--- src/rtl/core/slrc_pkg.sv ---
// ----------------------------------------------------------------------------
// slrc_pkg
// Shared types and constants of the set-associative LRU cache directory.
// ----------------------------------------------------------------------------
package slrc_pkg;

   localparam int REQ_DATA_W = 72;
   localparam int RSP_DATA_W = 104;
   localparam int CNT_W      = 32;
   localparam int CSR_IDX_W  = 2;
   localparam int CSR_DATA_W = 6;
   localparam int SHIFT_W    = 7;

   localparam logic [CSR_IDX_W-1:0] CSR_SET_INDEX_BITS    = 2'd0;
   localparam logic [CSR_IDX_W-1:0] CSR_WAYS_IN_USE       = 2'd1;
   localparam logic [CSR_IDX_W-1:0] CSR_BLOCK_OFFSET_BITS = 2'd2;

   localparam logic [3:0] RST_SET_INDEX_BITS    = 4'd4;
   localparam logic [3:0] RST_WAYS_IN_USE       = 4'd1;
   localparam logic [5:0] RST_BLOCK_OFFSET_BITS = 6'd4;

   localparam logic [1:0] OP_MODIFY = 2'd2;
   localparam logic [1:0] OP_NONE   = 2'd3;

   localparam logic [CNT_W-1:0] CNT_MAX = '1;

   typedef struct packed {
      logic hit;
      logic miss;
      logic evict;
   } slrc_flags_type;

   function automatic logic [CNT_W-1:0] sat_inc(input logic [CNT_W-1:0] v);
      return (v == CNT_MAX) ? v : v + 1'b1;
   endfunction

endpackage

--- src/rtl/core/slrc_set_update.sv ---
// ----------------------------------------------------------------------------
// slrc_set_update
// Lookup, victim choice and age-rank update of one set row.
// ----------------------------------------------------------------------------
module slrc_set_update
   import slrc_pkg::*;
#(
   parameter int MAX_WAYS = 8,
   parameter int TAG_W    = 64,
   localparam int AGE_W   = (MAX_WAYS > 1) ? $clog2(MAX_WAYS) : 1,
   localparam int WAY_W   = (MAX_WAYS > 1) ? $clog2(MAX_WAYS) : 1,
   localparam int WAY_CW  = $clog2(MAX_WAYS + 1),
   localparam int ENTRY_W = 1 + AGE_W + TAG_W,
   localparam int ROW_W   = MAX_WAYS * ENTRY_W
) (
   input  logic [ROW_W-1:0]  row_rd,
   input  logic [TAG_W-1:0]  tag,
   input  logic [WAY_CW-1:0] ways_eff,
   output logic [ROW_W-1:0]  row_wr,
   output slrc_flags_type    flags
);

   localparam logic [AGE_W-1:0] AGE_MAX = AGE_W'(MAX_WAYS - 1);

   logic [MAX_WAYS-1:0] valid;
   logic [MAX_WAYS-1:0] in_use;
   logic [MAX_WAYS-1:0] hit_vec;
   logic [AGE_W-1:0]    age [MAX_WAYS];
   logic [TAG_W-1:0]    tag_rd [MAX_WAYS];
   logic                is_hit;
   logic [WAY_W-1:0]    hit_way;
   logic [AGE_W-1:0]    hit_age;
   logic                found_inv;
   logic [WAY_W-1:0]    inv_way;
   logic                found_lru;
   logic [WAY_W-1:0]    lru_way;
   logic [AGE_W-1:0]    lru_age;
   logic [WAY_W-1:0]    victim;

   always_comb begin
      for (int w = 0; w < MAX_WAYS; w++) begin
         valid[w]   = row_rd[w*ENTRY_W + TAG_W + AGE_W];
         age[w]     = row_rd[w*ENTRY_W + TAG_W +: AGE_W];
         tag_rd[w]  = row_rd[w*ENTRY_W +: TAG_W];
         in_use[w]  = (WAY_CW'(w) < ways_eff);
         hit_vec[w] = in_use[w] && valid[w] && (tag_rd[w] == tag);
      end
   end

   always_comb begin
      is_hit    = 1'b0;
      hit_way   = '0;
      hit_age   = '0;
      found_inv = 1'b0;
      inv_way   = '0;
      found_lru = 1'b0;
      lru_way   = '0;
      lru_age   = '0;
      for (int w = 0; w < MAX_WAYS; w++) begin
         if (hit_vec[w] && !is_hit) begin
            is_hit  = 1'b1;
            hit_way = WAY_W'(w);
            hit_age = age[w];
         end
         if (in_use[w] && !valid[w] && !found_inv) begin
            found_inv = 1'b1;
            inv_way   = WAY_W'(w);
         end
         if (in_use[w] && (!found_lru || age[w] > lru_age)) begin
            found_lru = 1'b1;
            lru_way   = WAY_W'(w);
            lru_age   = age[w];
         end
      end
      victim = found_inv ? inv_way : lru_way;
   end

   always_comb begin
      row_wr = row_rd;
      for (int w = 0; w < MAX_WAYS; w++) begin
         if (is_hit) begin
            if (in_use[w] && valid[w]) begin
               if (WAY_W'(w) == hit_way) begin
                  row_wr[w*ENTRY_W + TAG_W +: AGE_W] = '0;
               end else if (age[w] < hit_age && age[w] < AGE_MAX) begin
                  row_wr[w*ENTRY_W + TAG_W +: AGE_W] = age[w] + 1'b1;
               end
            end
         end else begin
            if (WAY_W'(w) == victim) begin
               row_wr[w*ENTRY_W + TAG_W + AGE_W]  = 1'b1;
               row_wr[w*ENTRY_W + TAG_W +: AGE_W] = '0;
               row_wr[w*ENTRY_W +: TAG_W]         = tag;
            end else if (in_use[w] && valid[w] && age[w] < AGE_MAX) begin
               row_wr[w*ENTRY_W + TAG_W +: AGE_W] = age[w] + 1'b1;
            end
         end
      end
   end

   assign flags.hit   = is_hit;
   assign flags.miss  = !is_hit;
   assign flags.evict = !is_hit && !found_inv;

endmodule

--- config.mk ---
export PLATFORM = sky130hd
export DESIGN_NAME = slrc_set_update
export DESIGN_NICKNAME = d
export VERILOG_FILES = /design/src/rtl/core/slrc_pkg.sv /design/src/rtl/core/slrc_set_update.sv
export SDC_FILE = /design/constraint.sdc
export NUM_CORES = 1
export LEC_CHECK = 0
export ABC_AREA = 1
export BUFFER_PORTS_ARGS = -buffer_cell sky130_fd_sc_hd__buf_2
export CAP_MARGIN = 20
export CELL_PAD_IN_SITES_DETAIL_PLACEMENT = 1
export CELL_PAD_IN_SITES_GLOBAL_PLACEMENT = 1
export CORE_AREA = 2 2 451 453
export DETAILED_ROUTE_END_ITERATION = 10
export DIE_AREA = 0 0 453 455
export PLACE_DENSITY = 0.46
export SYNTH_ARGS = -nofsm -noshare
export SYNTH_HDL_FRONTEND = slang
export SYNTH_SLANG_ARGS = --single-unit
--- constraint.sdc ---
create_clock -name vclk -period 9.8
set_input_delay 0.98 -clock vclk [all_inputs]
set_output_delay 0.98 -clock vclk [all_outputs]
set_load 0.05 [all_outputs]
==> metrics, run 1 <==
status finished with violations; failing checks negative setup slack; met3 Usage GRT 4.07%; vias in the first global route 34,300; Setup TNS -97.51 ns; IO Pins 1,159; Syn Inst Count 3,838; startpoint class of the critical path primary input; power per cell area 108 mW/mm2; PortBufs 1,159; post-synthesis simple-gate area fraction 48.6%; smallest hold slack 2.33 ns; XOR/XNOR share of the synthesized area 14.9%; Required @ worst endpoint 8.82 ns; RSZ-0062 raised after global routing true; fin crit period 10.14 ns; top-count cell post-synth nand2_1; Leakage Power 18.8 nW; Post-Place Setup Slack -1.26 ns; dpl cells 7,728; largest family of logic cells by synthesized area simple AND/OR/NAND/NOR gates; post-route insts no fill 7,848; final setup vio count 526; path type of the worst setup path primary input to primary output; FMAX 98.7 MHz; met1 Use GR 37.0%; DR pass1 iterations 7; grt peak-use layer met2; final worst slack -0.336 ns; Post-synth top cells nand2_1 (1,259), nor2_1 (354), inv_1 (347), o21ai_1 (316), xor2_1 (203); initial DRC count 3,460; number of max-cap violations 0; GRT met2 Usage 46.6%; Final Hold Viols 0; total number of yosys warnings 0; Layout Utilization 19.9%; Slew @ Worst Pin 1.38 ns; Remaining DRCs 0; Chip Width 453 um; post-synthesis average cell area 5.07 um2; crit path DAT 9.16 ns; CP Max Fanout 8; DP HPWL 273,000 um; period utilization 103%; Synth Area in Adders 2.89%; post-synthesis cell area 0.0195 mm2; worst rel slew slack 8.03%; post-synth top area cell nand2_1; compound-gate portion of the synthesized area 19.5%; Vias/cell 4.55; via count of the routed design 35,700; Worst setup EP type primary output; WHS Path Cells 4; FFs & Latches 0; Slew Viols, Final 0; GRT Residual Overflow 0; fin nets 5,801; final wirelength 314,000 um; hold path endpoint row_wr[278]; post-synth cell types 51; Seq/Total Area, Yosys 0%; pin count of the biggest net entering global routing 57; die area 0.206 mm2; Site Rows 165; GPL Wtd Cong 1.01; GR Util All Layers 28.4%; WL/cell 40.0 um; multiplexer area fraction after synthesis 0%; crit path from ways_eff[3]; top-area cell type share of the netlist area 24.3%; first-pass GRT wire length 381,000 um; Hold Path Class primary input to primary output; Core ar. 0.201 mm2; remaining antenna violation count 0; die height 455 um; area delta synth->final 106%; critical path's slowest cell nor3_4; Synth area leaders nand2_1 (24%), xor2_1 (9.1%), o21ai_1 (8.1%); initial antenna violation count 85; Max VDD drop 0.0000547 V; CP max stage delay 0.34 ns; # clk buffers 0; area occupied by registers 0 um2; Hold Path Origin row_rd[278]; syn_nets 4,495; starting density of the core 9.66%; fraction of layout cells with a size suffix above 1 40.3%
[cell usage in the layout (no fill, tap or decap), types with 18 or more instances in the layout]
cell type  count
or2_2         36
a21oi_2       30
nor3_1        70
nor4_1       107
o21ai_2      144
buf_4        266
buf_8         21
o21ai_4       79
buf_16        27
ha_1          32
nor2_1       332
a31oi_4       21
buf_12       360
a21oi_1       41
inv_1        344
nand2_1     1165
diode_2       34
buf_6        116
xor2_1       203
nand4_1      134
nand2_2       73
nand2_4       25
o21ai_1      219
buf_2        716
inv_2         23
nor2_2        18
clkbuf_16     19
nand3_1      137
xnor2_1      128
o21ai_0       73
a21oi_4       30
[logic make-up (layout without fill, tap and decap cells)]
family,count (synthesis),after routing
simple gates,2178,2179
compound gates,686,686
buf+inv,598,1901
xor+xnor,331,331
fa+ha+maj,45,45
other cells,0,34
[report_power, final]
part / leakage (nW) / switching [mW] / internal (mW)
combinational: 18.8 / 2.82 / 1.51
sequential: 0 / 0 / 0
clock: 0.000219 / 0 / 0.0000000324
total: 18.8 / 2.82 / 1.51
[critical path, delay by kind of cell]
kind / cells / cell delay (ns)
compound gates: 14 / 1.52
buf+inv: 11 / 1.53
fa+ha+maj: 7 / 1.98
simple gates: 28 / 3.10
[area by class of cell]
type	instances	area [um2]
Fill cell	24700	161000
Multi-Input combinational cell	3241	19500
Timing Repair Buffer	1527	15600
Tap cell	2672	3340
Inverter	374	1420
Antenna cell	34	85.1
[per-layer routing]
metal  up-vias  routed length, um  share of wire [%]
li1      15300                  -                  -
met1     18100             135000                 43
met2      1825             145000                 46
met5         -                115              0.037
met4        18              15900                5.1
met3       441              17900                5.7
[metrics by stage]
step | power (mW) | instance area (um2)
after CTS | 4.01 | 37500
final | 4.34 | 40000
after global placement | 3.74 | 35200
after detailed placement | 3.73 | 35200
after floorplan | 1.77 | 20000
after global routing | 4.47 | 40000
[worst max path at each step]
stage	end	slack [ns]	depth (start not counted)
3_5_place_dp	row_wr[54]	-1.26	55
5_1_grt	row_wr[467]	-0.73	62
4_1_cts	row_wr[427]	-0.34	60
6_report	row_wr[184]	-0.34	60
3_3_place_gp	row_wr[424]	-1.41	57
2_1_floorplan	row_wr[204]	-0.33	55
[timing repair]
item | CTS | global route
resized for setup | 348 | 534
hold buffers | 0 | 0
buffers inserted | 38 | 21
cloned | 22 | 20
pin swaps | 68 | 77
endpoints found under the setup margin | 544 | 544
(Power assumes the default switching activity.)
==> run 2: changes to the inputs <==
--- a/config.mk
+++ b/config.mk
@@ -13,6 +13,7 @@
 export CORE_AREA = 2 2 451 453
 export DETAILED_ROUTE_END_ITERATION = 10
 export DIE_AREA = 0 0 453 455
+export GPL_TIMING_DRIVEN = 0
 export PLACE_DENSITY = 0.46
 export SYNTH_ARGS = -nofsm -noshare
 export SYNTH_HDL_FRONTEND = slang
==> run 2 against run 1 <==
Compared with the run above:
- the flow still finishes with violations (negative setup slack)
- routed wire length rose by 3.9%
- largest cell class unchanged
- worst hold slack improved by 0.0071 ns
- largest power group unchanged
- critical path type unchanged
- final area is 6.0% lower
==> metrics, run 2 (synthesis gave the netlist of run 1 again) <==
status finished with violations; failing checks negative setup slack; area delta synth->final 93.5%; Clk network pwr share 0%; GRT Residual Overflow 0; FFs & Latches 0; CP Max Fanout 7; initial antenna violation count 85; total power draw 4.11 mW; CP max stage delay 0.38 ns; P_sw 2.87 mW; Int Pwr 1.24 mW; final setup vio count 534; final wirelength 326,000 um; die area 0.206 mm2; fin crit period 10.25 ns; sequential group share of total power 0%; crit path DAT 9.27 ns; RSZ-0062 raised after global routing true; number of max-cap violations 0; final worst slack -0.446 ns; pin count of the biggest net entering global routing 11; first-pass GRT wire length 389,000 um; DP HPWL 286,000 um; GR Util All Layers 29.3%; Worst path most repeated cell nand2_2; Worst setup EP type primary output; Slew Viols, Final 0; vias in the first global route 33,900; DR pass1 iterations 6; power per cell area 109 mW/mm2; Combinational Power Share 100.0%; GPL Wtd Cong 1.01; Hold Path Class primary input to primary output; Vias/cell 4.62; Worst path top cell family by delay simple AND/OR/NAND/NOR gates; Post-CTS Hold Fix Bufs 0; Buf/Inv on CP 8; Required @ worst endpoint 8.82 ns; Slew @ Worst Pin 1.28 ns; area occupied by registers 0 um2; period utilization 105%; Net Sw Frac 69.8%; Max VDD drop 0.0000522 V; WL/cell 41.9 um; path type of the worst setup path primary input to primary output; starting density of the core 9.66%; die height 455 um; fraction of layout cells with a size suffix above 1 41.6%; Site Rows 165; critical path's slowest cell a31oi_4; fin nets 5,731; via count of the routed design 35,900; # clk buffers 0; Core ar. 0.201 mm2; Remaining DRCs 0; remaining antenna violation count 0; smallest hold slack 2.34 ns; Post-Place Setup Slack -2.85 ns; most common cell after layout, fill and taps aside nand2_1; Final Hold Viols 0; commonest non-fill, non-tap cells in the layout nand2_1 (1,132), buf_2 (742), buf_6 (363); Leakage Power 17.7 nW; initial DRC count 3,633; Chip Width 453 um; FMAX 97.6 MHz; DP Area 0.0290 mm2; startpoint class of the critical path primary input; IO Pins 1,159; PortBufs 1,101; worst rel slew slack 14.6%; fin area 0.0376 mm2
## run 2: cell count changes in the layout (fill, tap and decap cells not counted), moves of 26 or more
cell	previous run	this run
buf_12	360	76
buf_2	716	742
buf_4	266	150
buf_6	116	363
buf_8	21	71
nand2_1	1165	1132
nand2_4	25	51
o21ai_0	73	44
o21ai_1	219	170
o21ai_2	144	220
## run 2: final cells by class
cell class,count,area (um2)
fillers,24900,164000
inverters,374,1420
plain buffers,224,2510
well taps,2672,3340
repair buffers,1234,10200
diodes,30,75.1
multi-input cells,3240,20100
## run 2: timing repair
action | 4_1_cts | 5_1_grt
setup buffers | 63 | 34
cloned | 5 | 22
setup endpoints to repair | 544 | 544
pin swaps | 69 | 76
gates resized for setup | 1076 | 991
## run 2: final timing paths
kind	start	end	slack, ns	depth (start not counted)
max	ways_eff[3]	row_wr[528]	-0.45	59
min	row_rd[278]	row_wr[278]	2.34	4
## run 2: stage by stage
stage	std cells	TNS, ns	utilization, %
global placement	7611	-1030.87	14.3
detailed placement	7622	-1097.48	14.4
CTS	7690	-48.82	16.7
floorplan	3838	-18.30	-
finish	7774	-133.37	18.7
global route	7760	-352.26	18.7
## run 2: tightest hold or removal path, cell delays in order
cell,delay [ns]
buf_2,0.09
nand2_1,0.06
o21ai_2,0.07
buf_6,0.15
## run 2: routing by layer
metal,vias up,share of wire [%],wire [um],track usage (%)
li1,15200,-,-,-
met1,18300,43,139000,37.7
met2,1955,46,150000,47.5
met3,480,5.6,18200,4.27
met4,22,6.0,19400,15.0
met5,-,0.048,156,0
## run 2: power groups by stage
stage	sequential [mW]	combinational, mW	clock [mW]
after detailed placement	0	3.14	0
after global routing	0	4.21	0.000000221
after CTS	0	3.53	0
final	0	4.11	0.000000241
after global placement	0	3.12	0
after floorplan	0	1.77	0
